## src/rtl/assert_macros.svh

```systemverilog
// ----------------------------------------------------------------------------
// Assertion macros shared by the RTL
// Clocked on clk, disabled while rst_n is low.
// ----------------------------------------------------------------------------
`ifndef ASSERT_MACROS_SVH
`define ASSERT_MACROS_SVH

// Same-cycle implication
`define HLEP_ASSERT_SAME(lbl, ante, cons, msg) \
  lbl: assert property (@(posedge clk) disable iff (!rst_n) (ante) |-> (cons)) else $error(msg);

// Next-cycle implication
`define HLEP_ASSERT_NEXT(lbl, ante, cons, msg) \
  lbl: assert property (@(posedge clk) disable iff (!rst_n) (ante) |=> (cons)) else $error(msg);

`endif

```

## src/rtl/hlep_pkg.sv

```systemverilog
// ----------------------------------------------------------------------------
// hlep_pkg
// Types, constants and helpers for the letter encoder and word packer.
// ----------------------------------------------------------------------------
`default_nettype none

package hlep_pkg;

  localparam int WORD_BITS   = 32;
  localparam int FREE_W      = $clog2(WORD_BITS + 1);
  localparam int CODE_W      = 16;
  localparam int LEN_W       = 5;
  localparam int SYM_W       = 5;
  localparam int CHAR_W      = 8;
  localparam int NUM_SYMBOLS = 27;   // terminator plus a..z

  localparam int ALPHABET_SIZE_DEF = 27;
  localparam int MAX_CODE_LEN_DEF  = 16;

  localparam int OUTQ_DEPTH = 3;
  localparam int OUTQ_CNT_W = 2;

  localparam logic [FREE_W-1:0] WORD_BITS_F = FREE_W'(WORD_BITS);

  localparam logic OP_LOAD   = 1'b0;
  localparam logic OP_ENCODE = 1'b1;

  localparam logic [CHAR_W-1:0] CH_NUL     = 8'h00;
  localparam logic [CHAR_W-1:0] CH_UPPER_A = 8'h41;
  localparam logic [CHAR_W-1:0] CH_UPPER_Z = 8'h5A;
  localparam logic [CHAR_W-1:0] CH_LOWER_A = 8'h61;
  localparam logic [CHAR_W-1:0] CH_LOWER_Z = 8'h7A;
  localparam logic [CHAR_W-1:0] LOWER_BASE = 8'd96;
  localparam logic [CHAR_W-1:0] UPPER_BASE = 8'd64;

  typedef struct packed {
    logic [WORD_BITS-1:0] packed_word;
    logic                 last_word;
    logic                 bad_character;
  } res_t;

  typedef struct packed {
    logic [1:0] cnt;   // beats produced by this item, 0 to 2
    res_t       r0;
    res_t       r1;
  } pk_out_t;

  typedef struct packed {
    logic             ok;
    logic             term;
    logic [SYM_W-1:0] idx;
  } fold_t;

  function automatic logic [WORD_BITS-1:0] low_mask(input logic [FREE_W-1:0] n);
    logic [WORD_BITS-1:0] m;
    m = '1;
    if (n < WORD_BITS_F) begin
      m = ~({WORD_BITS{1'b1}} << n);
    end
    return m;
  endfunction

  function automatic fold_t fold_char(input logic [CHAR_W-1:0] ch);
    fold_t             f;
    logic [CHAR_W-1:0] d;
    f.ok   = 1'b1;
    f.term = 1'b0;
    d      = '0;
    if (ch >= CH_LOWER_A && ch <= CH_LOWER_Z) begin
      d = ch - LOWER_BASE;
    end else if (ch >= CH_UPPER_A && ch <= CH_UPPER_Z) begin
      d = ch - UPPER_BASE;
    end else if (ch == CH_NUL) begin
      f.term = 1'b1;
    end else begin
      f.ok = 1'b0;
    end
    f.idx = d[SYM_W-1:0];
    return f;
  endfunction

endpackage

`default_nettype wire

```

## src/rtl/hlep_table.sv

```systemverilog
// ----------------------------------------------------------------------------
// hlep_table
// Code and length register file, one write port, one read port.
// ----------------------------------------------------------------------------
`default_nettype none

module hlep_table #(
  parameter int ALPHABET_SIZE = hlep_pkg::ALPHABET_SIZE_DEF,
  parameter int MAX_CODE_LEN  = hlep_pkg::MAX_CODE_LEN_DEF
) (
  input  wire logic                        clk,
  input  wire logic                        we,
  input  wire logic [hlep_pkg::SYM_W-1:0]  waddr,
  input  wire logic [hlep_pkg::CODE_W-1:0] wcode,
  input  wire logic [hlep_pkg::LEN_W-1:0]  wlen,
  input  wire logic [hlep_pkg::SYM_W-1:0]  raddr,
  output logic      [hlep_pkg::CODE_W-1:0] rcode,
  output logic      [hlep_pkg::LEN_W-1:0]  rlen
);
  import hlep_pkg::*;

  // entries past the letters are never read
  localparam int DEPTH = (ALPHABET_SIZE < NUM_SYMBOLS) ? ALPHABET_SIZE : NUM_SYMBOLS;
  localparam int IDX_W = $clog2(DEPTH);
  localparam int LIM   = (MAX_CODE_LEN < WORD_BITS) ? MAX_CODE_LEN : WORD_BITS;
  localparam logic [FREE_W-1:0] LIM_F = FREE_W'(LIM);

  logic [CODE_W-1:0] code_r [DEPTH];
  logic [LEN_W-1:0]  len_r  [DEPTH];
  logic [LEN_W-1:0]  wlen_clamped;

  always_comb begin
    wlen_clamped = wlen;
    if ({1'b0, wlen} > LIM_F) begin
      wlen_clamped = LIM_F[LEN_W-1:0];
    end
  end

  always_ff @(posedge clk) begin
    if (we && (int'(waddr) < DEPTH)) begin
      code_r[waddr[IDX_W-1:0]] <= wcode;
      len_r[waddr[IDX_W-1:0]]  <= wlen_clamped;
    end
  end

  always_comb begin
    rcode = '0;
    rlen  = '0;
    if (int'(raddr) < DEPTH) begin
      rcode = code_r[raddr[IDX_W-1:0]];
      rlen  = len_r[raddr[IDX_W-1:0]];
    end
  end

endmodule

`default_nettype wire

```

## src/rtl/hlep_pack.sv

```systemverilog
// ----------------------------------------------------------------------------
// hlep_pack
// Word packer: running word and free-bit count, result beats per item.
// ----------------------------------------------------------------------------
`default_nettype none

module hlep_pack #(
  parameter int ALPHABET_SIZE = hlep_pkg::ALPHABET_SIZE_DEF
) (
  input  wire logic                        clk,
  input  wire logic                        rst_n,
  input  wire logic                        en,
  input  wire logic                        op,
  input  wire logic [hlep_pkg::CHAR_W-1:0] character,
  input  wire logic [hlep_pkg::CODE_W-1:0] rcode,
  input  wire logic [hlep_pkg::LEN_W-1:0]  rlen,
  output hlep_pkg::pk_out_t                pk,
  output logic      [hlep_pkg::FREE_W-1:0] free_bits
);
  import hlep_pkg::*;

  logic [WORD_BITS-1:0] buf_r, buf_nxt;
  logic [FREE_W-1:0]    free_r, free_nxt;

  fold_t                f;
  logic                 bad, fits, ends;
  logic [FREE_W-1:0]    len6, sh_fit, rem;
  logic [WORD_BITS-1:0] code_w, buf_fit, word_sp, buf_sp;

  always_comb begin
    f      = fold_char(character);
    bad    = !f.ok || (int'(f.idx) >= ALPHABET_SIZE);
    len6   = {1'b0, rlen};
    code_w = WORD_BITS'(rcode);
    fits   = len6 < free_r;
    // code fits: place it just below the bits already held
    sh_fit  = free_r - len6;
    buf_fit = buf_r | ((code_w & low_mask(len6)) << sh_fit);
    // code overflows: top part closes the word, rest opens the next
    rem     = len6 - free_r;
    word_sp = buf_r | ((code_w >> rem) & low_mask(free_r));
    buf_sp  = (rem != '0) ? ((code_w & low_mask(rem)) << (WORD_BITS_F - rem)) : '0;
    ends    = f.term && (rem == '0);
  end

  always_comb begin
    pk.r1 = '{packed_word: buf_sp, last_word: 1'b1, bad_character: 1'b0};
    if (bad) begin
      pk.r0 = '{packed_word: '0, last_word: 1'b0, bad_character: 1'b1};
    end else if (fits) begin
      pk.r0 = '{packed_word: buf_fit, last_word: 1'b1, bad_character: 1'b0};
    end else begin
      pk.r0 = '{packed_word: word_sp, last_word: ends, bad_character: 1'b0};
    end

    if (op == OP_LOAD) begin
      pk.cnt = 2'd0;
    end else if (bad) begin
      pk.cnt = 2'd1;
    end else if (fits) begin
      pk.cnt = f.term ? 2'd1 : 2'd0;
    end else begin
      pk.cnt = (f.term && !ends) ? 2'd2 : 2'd1;
    end
  end

  always_comb begin
    buf_nxt  = buf_r;
    free_nxt = free_r;
    if (en && (op == OP_ENCODE) && !bad) begin
      if (f.term) begin
        buf_nxt  = '0;
        free_nxt = WORD_BITS_F;
      end else if (fits) begin
        buf_nxt  = buf_fit;
        free_nxt = free_r - len6;
      end else begin
        buf_nxt  = buf_sp;
        free_nxt = WORD_BITS_F - rem;
      end
    end
  end

  always_ff @(posedge clk) begin
    if (!rst_n) begin
      buf_r  <= '0;
      free_r <= WORD_BITS_F;
    end else begin
      buf_r  <= buf_nxt;
      free_r <= free_nxt;
    end
  end

  assign free_bits = free_r;

endmodule

`default_nettype wire

```

## src/rtl/hlep_outq.sv

```systemverilog
// ----------------------------------------------------------------------------
// hlep_outq
// Three-entry result queue; takes up to two beats, gives one per cycle on pop.
// ----------------------------------------------------------------------------
`default_nettype none

module hlep_outq (
  input  wire logic                            clk,
  input  wire logic                            rst_n,
  input  wire logic [1:0]                      push_cnt,
  input  hlep_pkg::res_t                       push_r0,
  input  hlep_pkg::res_t                       push_r1,
  input  wire logic                            pop,
  output hlep_pkg::res_t                       head,
  output logic      [hlep_pkg::OUTQ_CNT_W-1:0] count
);
  import hlep_pkg::*;

  res_t                  q_r   [OUTQ_DEPTH];
  res_t                  q_nxt [OUTQ_DEPTH];
  logic [OUTQ_CNT_W-1:0] cnt_r, cnt_nxt;

  // pushes only come while cnt_r <= 1, so cnt and cnt + 1 stay in range
  always_comb begin
    logic [OUTQ_CNT_W-1:0] c;
    for (int i = 0; i < OUTQ_DEPTH; i++) begin
      q_nxt[i] = q_r[i];
    end
    c = cnt_r;
    if (pop) begin
      for (int i = 0; i < OUTQ_DEPTH - 1; i++) begin
        q_nxt[i] = q_r[i+1];
      end
      c = c - 1'b1;
    end
    if (push_cnt != 2'd0) begin
      q_nxt[c] = push_r0;
    end
    if (push_cnt == 2'd2) begin
      q_nxt[c + 1'b1] = push_r1;
    end
    cnt_nxt = c + push_cnt;
  end

  always_ff @(posedge clk) begin
    if (!rst_n) begin
      cnt_r <= '0;
    end else begin
      cnt_r <= cnt_nxt;
    end
  end

  always_ff @(posedge clk) begin
    for (int i = 0; i < OUTQ_DEPTH; i++) begin
      q_r[i] <= q_nxt[i];
    end
  end

  assign head  = q_r[0];
  assign count = cnt_r;

endmodule

`default_nettype wire

```

## src/rtl/huffman_letter_encoder_packer_unit.sv

```systemverilog
// ----------------------------------------------------------------------------
// huffman_letter_encoder_packer_unit
// Letter encoder: table lookup, MSB-first packing into 32-bit words.
// ----------------------------------------------------------------------------
//
//   channel | dir | beat contents
//   --------+-----+------------------------------------------------------
//   in_     | in  | operation, symbol_index, code_bits, code_length, character
//   out_    | out | packed_word, last_word, bad_character
//
// One item per cycle enters unless stalled; its first beat passes s1 and the
// queue. Loads give no beat, letters none or one, a terminator up to two; the
// queue drains one beat per cycle unless stalled; s1 waits after two-beat items.
// Reset clears the pipeline, the queue and the running word (32 bits free);
// the code table keeps its contents and is undefined until loaded.
// Output stalls back up through the three-entry queue into in_ready.
// ----------------------------------------------------------------------------
`default_nettype none

`include "assert_macros.svh"

module huffman_letter_encoder_packer_unit #(
  parameter int ALPHABET_SIZE = hlep_pkg::ALPHABET_SIZE_DEF,
  parameter int MAX_CODE_LEN  = hlep_pkg::MAX_CODE_LEN_DEF
) (
  input  wire logic                           clk,
  input  wire logic                           rst_n,
  // input beats
  input  wire logic                           in_valid,
  output logic                                in_ready,
  input  wire logic                           in_operation,
  input  wire logic [hlep_pkg::SYM_W-1:0]     in_symbol_index,
  input  wire logic [hlep_pkg::CODE_W-1:0]    in_code_bits,
  input  wire logic [hlep_pkg::LEN_W-1:0]     in_code_length,
  input  wire logic [hlep_pkg::CHAR_W-1:0]    in_character,
  // result beats
  output logic                                out_valid,
  input  wire logic                           out_ready,
  output logic      [hlep_pkg::WORD_BITS-1:0] out_packed_word,
  output logic                                out_last_word,
  output logic                                out_bad_character
);
  import hlep_pkg::*;

  // input register stage
  logic              s1_valid_r, s1_valid_nxt;
  logic              s1_op_r;
  logic [SYM_W-1:0]  s1_sym_r;
  logic [CODE_W-1:0] s1_code_r;
  logic [LEN_W-1:0]  s1_len_r;
  logic [CHAR_W-1:0] s1_char_r;

  logic                  in_fire, fire;
  logic [OUTQ_CNT_W-1:0] q_cnt;
  logic [CODE_W-1:0]     tbl_code;
  logic [LEN_W-1:0]      tbl_len;
  logic [FREE_W-1:0]     free_bits;
  pk_out_t               pk;
  res_t                  head;
  fold_t                 s1_fold;

  // s1 retires once the queue has room for two beats; count is registered,
  // so in_ready never depends on out_ready
  assign fire     = s1_valid_r && (q_cnt <= OUTQ_CNT_W'(1));
  assign in_ready = !s1_valid_r || fire;
  assign in_fire  = in_valid && in_ready;

  always_comb begin
    s1_valid_nxt = s1_valid_r;
    if (in_fire) begin
      s1_valid_nxt = 1'b1;
    end else if (fire) begin
      s1_valid_nxt = 1'b0;
    end
  end

  always_ff @(posedge clk) begin
    if (!rst_n) begin
      s1_valid_r <= 1'b0;
    end else begin
      s1_valid_r <= s1_valid_nxt;
    end
  end

  always_ff @(posedge clk) begin
    if (in_fire) begin
      s1_op_r   <= in_operation;
      s1_sym_r  <= in_symbol_index;
      s1_code_r <= in_code_bits;
      s1_len_r  <= in_code_length;
      s1_char_r <= in_character;
    end
  end

  assign s1_fold = fold_char(s1_char_r);

  // a load written here is seen by the next character onwards
  hlep_table #(
    .ALPHABET_SIZE (ALPHABET_SIZE),
    .MAX_CODE_LEN  (MAX_CODE_LEN)
  ) u_table (
    .clk   (clk),
    .we    (fire && (s1_op_r == OP_LOAD)),
    .waddr (s1_sym_r),
    .wcode (s1_code_r),
    .wlen  (s1_len_r),
    .raddr (s1_fold.idx),
    .rcode (tbl_code),
    .rlen  (tbl_len)
  );

  hlep_pack #(
    .ALPHABET_SIZE (ALPHABET_SIZE)
  ) u_pack (
    .clk       (clk),
    .rst_n     (rst_n),
    .en        (fire),
    .op        (s1_op_r),
    .character (s1_char_r),
    .rcode     (tbl_code),
    .rlen      (tbl_len),
    .pk        (pk),
    .free_bits (free_bits)
  );

  hlep_outq u_outq (
    .clk      (clk),
    .rst_n    (rst_n),
    .push_cnt (fire ? pk.cnt : 2'd0),
    .push_r0  (pk.r0),
    .push_r1  (pk.r1),
    .pop      (out_valid && out_ready),
    .head     (head),
    .count    (q_cnt)
  );

  assign out_valid         = (q_cnt != '0);
  assign out_packed_word   = head.packed_word;
  assign out_last_word     = head.last_word;
  assign out_bad_character = head.bad_character;

  // --------------------------------------------------------------------------
  // Assertions
  // --------------------------------------------------------------------------
  `HLEP_ASSERT_NEXT(a_term_clears_word,
    fire && (s1_op_r == OP_ENCODE) && (s1_char_r == CH_NUL),
    free_bits == WORD_BITS_F, "terminator did not restart the word")
  `HLEP_ASSERT_NEXT(a_bad_keeps_state,
    fire && (s1_op_r == OP_ENCODE) && pk.r0.bad_character,
    $stable(free_bits), "rejected character changed the packer")
  `HLEP_ASSERT_SAME(a_bad_beat_clean,
    out_valid && out_bad_character,
    !out_last_word && (out_packed_word == '0), "error beat carries data")

endmodule

`default_nettype wire
```

## config.mk

```make
export PLATFORM = sky130hd
export DESIGN_NAME = huffman_letter_encoder_packer_unit
export DESIGN_NICKNAME = d
export VERILOG_FILES = /design/src/rtl/hlep_pkg.sv /design/src/rtl/hlep_table.sv /design/src/rtl/hlep_pack.sv /design/src/rtl/hlep_outq.sv /design/src/rtl/huffman_letter_encoder_packer_unit.sv
export VERILOG_INCLUDE_DIRS = /design/src /design/src/rtl
export SDC_FILE = /design/constraint.sdc
export NUM_CORES = 1
export LEC_CHECK = 0
export ABC_AREA = 1
export BUFFER_PORTS_ARGS = -buffer_cell sky130_fd_sc_hd__buf_2
export CAP_MARGIN = 20
export CORE_ASPECT_RATIO = 0.5
export CORE_MARGIN = 8
export CORE_UTILIZATION = 42
export DETAILED_ROUTE_END_ITERATION = 16
export HOLD_SLACK_MARGIN = 0.06
export PLACE_DENSITY = 0.59
export REMOVE_ABC_BUFFERS = 1
export SYNTH_ARGS = -nofsm -noshare
export SYNTH_HDL_FRONTEND = slang
export SYNTH_HIERARCHICAL = 1
export SYNTH_SLANG_ARGS = --single-unit
```

## constraint.sdc

```tcl
create_clock -name clk -period 6 [get_ports clk]
set_input_delay 0 -clock clk [delete_from_list [all_inputs] [get_ports clk]]
set_output_delay 0 -clock clk [all_outputs]
set_load 0.01 [all_outputs]
```

### Yosys cells after proc, flatten, opt, wreduce, memory -nomap -nowiden

Memory sizes are Yosys's and may differ from the RTL's.
Index checks and enable logic that the tools add are counted.

| storage, ports and cells | value |
|---|---|
| input bits | 39 |
| memory bits (writable) | 669 |
| logic and storage cells | 116 |
| bits in registers | 76 |
| output and inout bits | 36 |
| memories | 3 |

| cells by class | value |
|---|---|
| shift-type cells | 6 |
| eq/ne operators | 1 |
| muxes and demuxes | 37 |
| $add $sub $neg | 8 |
| magnitude comparators | 16 |
| reductions and logical operators | 25 |
| bitwise gates (word level) | 11 |

Memory list:

| name | depth | bits a word | rd ports | clocked after memory_dff | wr ports | line | RTL |
|---|---|---|---|---|---|---|---|
| u_table.code_r | 27 | 16 | 1 | 0 | 1 | hlep_table.sv:28 | `logic [CODE_W-1:0] code_r [DEPTH];` |
| u_table.len_r | 27 | 5 | 1 | 0 | 1 | hlep_table.sv:29 | `logic [LEN_W-1:0] len_r [DEPTH];` |
| u_outq.q_r | 3 | 34 | 3 | 0 | 3 | hlep_outq.sv:19 | `res_t q_r [OUTQ_DEPTH];` |

Operators by type and width:

| kind | count |
|---|---|
| bitwise mux 102 bit | 2 |
| 2-to-1 mux 102 bit | 2 |
| 2-to-1 mux 32 bit | 5 |
| demux 34 bit (select 2 bit) | 2 |
| 2-to-1 mux 34 bit | 4 |
| NOT 32 bit | 3 |
| 2-to-1 mux 68 bit | 1 |
| bitwise AND 16 x 32 -> 32 bit | 2 |
| bitwise OR 32 bit | 2 |
| left shift 32 x 6 -> 32 bit | 2 |
| left shift 32 x 6 -> 32 bit, first input constant | 2 |
| bitwise AND 32 bit | 1 |
| left shift 32 x 5 -> 32 bit, first input constant | 1 |
| right shift 16 x 6 -> 32 bit | 1 |
| 2-to-1 mux 5 bit | 4 |
| greater-or-equal comparator 8 x 7 -> 1 bit, second input constant | 2 |
| less-or-equal comparator 8 x 7 -> 1 bit, second input constant | 2 |
| 2-to-1 mux 16 bit | 1 |
| 2-to-1 mux 2 bit | 8 |
| logical AND 1 bit | 13 |
| < comparator 6 bit, second input constant | 2 |
| 2-to-1 mux 6 bit | 2 |
| < comparator 5 bit, second input constant | 2 |
| subtractor 5 x 1 -> 5 bit, second input constant | 2 |
| 22 further kinds | 36 |

### Depth between registers and ports, before layout

Gate-level depths: netlist (run 1).

| depth | value |
|---|---|
| depth after elaboration | 20 |
| gate-level depth with buffers | 43 |
| gate-level depth less buffers | 37 |

### Cells and area by module

The synthesis (run 1) kept the hierarchy.

By module, submodules not included:

| module | times used | seq. area each (sq um) | cells an instance | area each (sq um) |
|---|---|---|---|---|
| hlep_table | 1 | 17026.3 | 1983 | 23187.2 |
| hlep_pack | 1 | 760.7 | 1254 | 6756.5 |
| hlep_outq | 1 | 2082.0 | 957 | 6030.8 |
| huffman_letter_encoder_packer_unit | 1 | 1071.0 | 71 | 1229.9 |

### Least setup slack after synthesis (run 1)

No wires, ideal clock.

| timing | value |
|---|---|
| kind | reg2reg |
| start | register s1_char_r[2] |
| end | memory u_outq/q_r[0][13] (netlist name) |
| stages on the path, launching flop included | 34 |
| data arrival time | 4.874 ns |
| buffers on the path | 6 |
| period minus slack after synthesis | 4.987 ns |
| required time | 5.887 ns |
| library setup time | 0.113 ns |
| slack | 1.013 ns |
| cells stage by stage | edfxtp_1 > inv_2 > nand2_1 > nand3_2 > nand3_2 > nor2_1 > buf_4 > buf_2 > clkbuf_1 > nor2_1 > o21ai_1 > nand2_1 > nand3_1 > nand2_1 > nand2_1 > inv_1 > ha_1 > fa_1 > nand3b_1 > nand2_1 > nand2_1 > a21oi_1 > clkbuf_1 > buf_1 > o211ai_1 > inv_1 > inv_1 > nor2_1 > nor2_4 > inv_2 > buf_1 > nand4_1 > nand3_1 > nand2_1 |

RTL lines:

| what | line | RTL |
|---|---|---|
| start: declaration | huffman_letter_encoder_packer_unit.sv:51 | `logic [CHAR_W-1:0] s1_char_r;` |
| start signal: assignment | huffman_letter_encoder_packer_unit.sv:91 | `s1_char_r <= in_character;` |
| end: declaration | hlep_outq.sv:19 |  |

==> results of run 1 <==
-- synthesized netlist by cell type (5+ instances only) --
cell,instances
a21oi_1,139
a21oi_2,6
a31oi_1,8
buf_1,24
buf_2,100
buf_4,59
buf_6,17
clkbuf_1,94
dfxtp_1,143
edfxtp_1,602
ha_1,13
inv_1,250
inv_2,25
inv_4,5
nand2_1,1047
nand2_2,24
nand2_4,8
nand3_1,552
nand3_2,12
nand4_1,46
nor2_1,573
nor2_2,9
nor2_4,9
o211ai_1,48
o21ai_0,296
o21ai_1,64
o21ai_2,6
or2_2,27
-- flip-flops by register name, summed over array words and instances, names as in the netlist --
name / flops
u_table/len_r: 135
s1_char_r: 8
u_pack/buf_r: 32
s1_valid_r: 1
s1_op_r: 1
u_outq/count: 2
s1_code_r: 16
s1_len_r: 5
u_outq/q_r: 102
u_table/code_r: 432
u_pack/free_bits: 6
s1_sym_r: 5
-- worst max path at each step --
stage | from | end | slack (ns) | depth (start not counted)
2_1_floorplan | s1_char_r[2] | u_outq/q_r[0][100] | -17.34 | 29
3_3_place_gp | s1_char_r[1] | u_outq/q_r[0][61] | 0.25 | 38
3_5_place_dp | s1_char_r[1] | u_outq/q_r[0][49] | 0.19 | 36
4_1_cts | s1_char_r[1] | u_outq/q_r[0][49] | 0.14 | 38
5_1_grt | s1_char_r[1] | u_outq/q_r[0][2] | -0.008 | 39
6_report | s1_char_r[2] | u_outq/q_r[0][16] | 0.38 | 30
-- logic make-up after synthesis --
kind of cell / count (synthesis) / synth area share (%)
DFF: 745 / 56.28
and+or+nand+nor: 2328 / 27.03
xor gates and xnor gates: 5 / 0.1581
adders and majority gates: 15 / 0.5448
muxes: 1 / 0.02691
other: 2 / 0.02019
AOI/OAI and AO/OA: 593 / 8.754
buffers and inverters: 576 / 7.180
-- area by class of cell --
cell class	instances	share of cell area (%)
sequential	745	49.69
multi-input combinational	2944	32.67
timing repair buffer	294	5.998
clock buffer	87	4.380
tap	1185	3.519
inverter	280	2.589
clock inverter	42	1.146
antenna	1	0.005939
-- worst max-delay path, delay by kind of cell (launching register included) --
family,cells,cell delay (ns)
AO/OA/AOI/OAI,3,1.19
AND/OR/NAND/NOR,19,2.27
adder cells (fa/ha/maj),2,0.62
buffers and inverters,6,0.98
flip-flops,1,0.45
-- report_power, final --
group | total (W) | switching [W] | internal, W
Sequential | 0.00616 | 0.000208 | 0.00596
Combinational | 0.00373 | 0.00257 | 0.00116
Clock | 0.00456 | 0.00211 | 0.00246
-- per-stage QoR --
| stage | TNS (ns) | util (%) | hold slack, ns | cells |
|---|---|---|---|---|
| after floorplan | -2367.84 | - | 0.06894 | 3969 |
| after detailed placement | 0 | 43.96 | 0.1781 | 5356 |
| after CTS | 0 | 47.43 | 0.1149 | 5558 |
| final | 0 | 47.85 | 0.1510 | 5578 |
| after global placement | 0 | 43.92 | 0.1769 | 5354 |
| after global routing | -0.01303 | 47.85 | 0.1407 | 5577 |
-- layer usage --
layer | GRT usage (%) | vias to the layer above | part of all wire [%]
met5 | 0 | - | 0.019
met4 | 8.798 | 4 | 3.5
met3 | 4.236 | 214 | 7.8
met2 | 35.22 | 1204 | 45
met1 | 31.41 | 14570 | 44
li1 | - | 14450 | -
-- what timing repair did --
item                       in CTS  in global routing
hold buffers                   73                  0
hold endpoints to repair       78                  0
resized for setup               0                 38
setup endpoints to repair       0                121
buffers inserted                0                 13
==> flow_metrics.tcl, run 1 <==
set metrics [dict create \
    holdPathStages 3 \
    max_stage_delay_ns 0.46 \
    row_count 77 \
    ios 75 \
    synth-seq-cells 745 \
    crit_path_start_kind "register" \
    die_x_microns 436.9 \
    r2r_slack_ns 0.38 \
    drt_wl_total_microns 115400 \
    max_freq_ghz 0.1780 \
    grt_overflow 0 \
    r2r-start "s1_char_r[2]" \
    power_density_nw_per_um2 343.0 \
    first_pass_iters 6 \
    grt_pass1_vias 28400 \
    wire_per_inst_microns 20.69 \
    vias 30440 \
    ys_types 58 \
    cts_root_buf "clkbuf_16" \
    finalMaxSlewViolations 0 \
    area_growth_pct 13.26 \
    cpMostUsedCell "nand2_1" \
    clk_pin_slew_worst_paths_ns 0.07 \
    worstMarginPinSlew_ns 1.115 \
    htreeDepth 3 \
    crit_path_end_kind "register" \
    final_common_cell "nand2_1" \
    fin_crit_ns 5.616 \
    required_ns 6.60 \
    drc 0 \
    final_cell_mix "nand2_1 (1044), edfxtp_1 (602), nand3_1 (548)" \
    finClkSkew_ns 0.05003 \
    synth_edf_count 602 \
    yosysSeqAreaShare_pct 56.28 \
    path_max_fanout 27 \
    r2r_cells 30 \
    multi_input_area_sq_um 13770 \
    dieHeight_microns 226.5 \
    clkLatencyLatePin_ns 0.69 \
    synthTopCellsByArea "edfxtp_1 (49%), nand2_1 (11%), dfxtp_1 (7.7%), nand3_1 (7.4%), nor2_1 (5.8%)" \
    grt_max_degree 94 \
    r2r_end "u_outq/q_r[0][16]" \
    holdCritPathClass "input port to register" \
    synthCells 4265 \
    status "finished, final reports clean" \
    antenna_found_initial 2 \
    track_usage_pct 22.63 \
    syn_avg_cell_area_sq_um 8.723 \
    antenna_left 0 \
    cts_tree "built" \
    worstPathArrival_ns 6.21 \
    setup_slack_ns 0.3835 \
    port_buffers 74 \
    pre_cts_ws_ns 0.1888 \
    gp_congestion 0.9104 \
    final_area_sq_um 42140 \
    vias_per_cell 5.458 \
    ys_async_sr_fraction_pct 0 \
    cts.sinks 745 \
    detailed_place_hpwl_microns 71780 \
    core_area_sq_um 88060 \
    drt_iter0_drc 3377 \
    synthFlopType "edfxtp_1" \
    yosysTopAreaCell "edfxtp_1" \
    die-area_sq_um 98940 \
    slowest_stage "a21boi_0" \
    power_leakage_nw 16.50 \
    drv_cap 0 \
    syn_area_sq_um 37200 \
    min_to "u_pack/free_bits[5]" \
    grt_pass1_wl_microns 174400 \
    hold_viol_final 0 \
    place_area_sq_um 38710 \
    synth_top_area_share_pct 48.59 \
    min_from "rst_n" \
    yosysWarningCount 6 \
    layout.nets 4389 \
    start_util_pct 42.25 \
    critical_path_class "register to register" \
    fillCellCount 8360 \
    fin_crit_sh_pct 93.61 \
    drive_gt1_share_pct 11.77 \
    setup_viol 0 \
    power.total_w 0.01445 \
    peakVddDrop_mv 0.1988 \
    cts-buffers-inserted 70 \
    seqCellArea_sq_um 20940 \
    cts_buffer_depth 3 \
    relSlewSlack_pct 25.67 \
]
No activity file was read; power rests on OpenSTA's default activity.
==> inputs of run 2 (changes only) <==
REMOVE_ABC_BUFFERS = not set   (was 1)
==> run 2 against run 1 <==
Compared with the run above:
- non-clock buffer count down 7
- worst setup slack better by 0.038 ns
- maximum frequency is 0.68% higher
- core utilization barely moved
- sequential power hardly changed
- combinational power about the same
- critical endpoint is now u_outq/q_r[0][29]
- routed wire length barely moved
==> flow_metrics.tcl, run 2 (synthesized netlist as in run 1, its figures left out) <==
set metrics [dict create \
    first_pass_iters 8 \
    grt_max_degree 85 \
    detailed_place_hpwl_microns 72200 \
    worst-path-buf-inv 8 \
    hold_viol_final 0 \
    layout.nets 4385 \
    clkPwrFrac_pct 32.3 \
    status "finished, final reports clean" \
    final_cell_mix "nand2_1 (1047), edfxtp_1 (602), nand3_1 (552)" \
    peakVddDrop_mv 0.2052 \
    max_freq_ghz 0.1793 \
    p_switching_w 0.004891 \
    postLayoutCoreUtil_pct 47.84 \
    holdCritPathClass "input port to register" \
    r2r-start "s1_char_r[2]" \
    pwr-share-comb_pct 25.5 \
    required_ns 6.54 \
    clk_pin_slew_worst_paths_ns 0.07 \
    cpMostUsedCell "nand2_1" \
    gp_congestion 0.9662 \
    min_from "rst_n" \
    port_buffers 74 \
    drt_iter0_drc 3183 \
    final_common_cell "nand2_1" \
    wire_per_inst_microns 20.70 \
    holdWs_ns 0.1831 \
    r2r_end "u_outq/q_r[0][29]" \
    rsz0062_at_grt "false" \
    antenna_found_initial 1 \
    r2r_slack_ns 0.42 \
    drc 0 \
    setup_viol 0 \
    largest_reg_flops 432 \
    drv_cap 0 \
    worstMarginPinSlew_ns 1.108 \
    p_sw_share_pct 33.48 \
    path_max_fanout 26 \
    holdPathStages 3 \
    syn_nets 4319 \
    die-area_sq_um 98940 \
    cts-buffers-inserted 73 \
    grt_overflow 0 \
    start_util_pct 42.25 \
    seqPwrFrac_pct 42.2 \
    vias 30550 \
    power.internal_w 0.009718 \
    tns_ns 0 \
    row_count 77 \
    crit_family "simple AND/OR/NAND/NOR gates" \
    drt_wl_total_microns 115400 \
    cts_root_buf "clkbuf_16" \
    dieHeight_microns 226.5 \
    fin_crit_sh_pct 92.98 \
    htreeDepth 3 \
    worstPathArrival_ns 6.12 \
    crit_path_start_kind "register" \
    max_stage_delay_ns 0.59 \
    vias_per_cell 5.480 \
    finalMaxSlewViolations 0 \
    min_to "u_pack/free_bits[5]" \
    grt_pass1_vias 28980 \
    fin_crit_ns 5.579 \
    ios 75 \
    critical_path_class "register to register" \
    clkLatencyLatePin_ns 0.67 \
    crit_path_end_kind "register" \
    r2r_cells 33 \
    drive_gt1_share_pct 11.71 \
    die_x_microns 436.9 \
    core_area_sq_um 88060 \
    antenna_left 0 \
    cts_tree "built" \
    slowest_stage "fa_1" \
    cts_buffer_depth 3 \
    track_usage_pct 22.62 \
    finClkSkew_ns 0.03895 \
    power_density_nw_per_um2 346.7 \
    cts.sinks 745 \
    grt_pass1_wl_microns 175700 \
    relSlewSlack_pct 26.08 \
    area_growth_pct 13.24 \
    power_leakage_nw 16.49 \
]
run 2: worst max path at each step:
stage	start	end	slack [ns]	cells after the start
after floorplan	s1_char_r[2]	u_outq/q_r[0][13]	1.01	33
after global placement	s1_char_r[2]	u_outq/q_r[0][4]	0.16	35
after detailed placement	s1_char_r[2]	u_outq/q_r[0][9]	0.07	35
after CTS	s1_char_r[2]	u_outq/q_r[0][9]	0.02	35
after global routing	s1_char_r[2]	u_outq/q_r[0][29]	0.004	33
final	s1_char_r[2]	u_outq/q_r[0][29]	0.42	33
run 2: per-layer routing:
metal / routed length (microns) / global-route usage (%) / up-vias
li1: - / - / 14450
met1: 50690 / 31.12 / 14660
met2: 53050 / 36.77 / 1243
met3: 8090 / 3.207 / 199
met4: 3555 / 7.982 / 0
met5: 0 / 0 / -
run 2: layout make-up:
type / instances / area [sq um]
antenna: 1 / 2.502
clock buffer: 89 / 1928
clock inverter: 43 / 489.2
fill: 8264 / 45930
inverter: 280 / 1101
multi-input combinational: 2944 / 13760
sequential: 745 / 20940
tap: 1185 / 1483
timing repair buffer: 287 / 2425
run 2: stage by stage:
step / std cells / setup slack (ns) / area [sq um] / total power, W
after floorplan: 4265 / 1.013 / 37200 / 0.008856
after global placement: 5355 / 0.1645 / 38700 / 0.009834
after detailed placement: 5356 / 0.06602 / 38720 / 0.009868
after CTS: 5561 / 0.01997 / 41870 / 0.01461
after global routing: 5573 / 0.003676 / 42130 / 0.01530
final: 5574 / 0.4212 / 42130 / 0.01461
run 2: worst register-to-register path: cells and delay by family (launching register included):
family | cells | cell delay [ns]
simple gates | 20 | 2.02
fa+ha+maj | 2 | 0.79
flops | 1 | 0.45
compound gates | 3 | 0.94
buf+inv | 8 | 1.28
run 2: repair_timing:
item / CTS / global route
gates resized for setup: 0 / 25
buffers inserted: 0 / 8
setup endpoints to repair: 0 / 120
hold buffers: 73 / 0
endpoints found under the hold margin: 51 / 0
run 2: power groups by stage:
| stage | registers, W | clock network [W] | logic [W] |
|---|---|---|---|
| 6_report | 0.00617 | 0.00472 | 0.00372 |
| 5_1_grt | 0.00621 | 0.00498 | 0.00411 |
| 4_1_cts | 0.00618 | 0.00480 | 0.00363 |
| 3_5_place_dp | 0.00629 | 0 | 0.00357 |
| 3_3_place_gp | 0.00628 | 0 | 0.00355 |
| 2_1_floorplan | 0.00620 | 0 | 0.00265 |
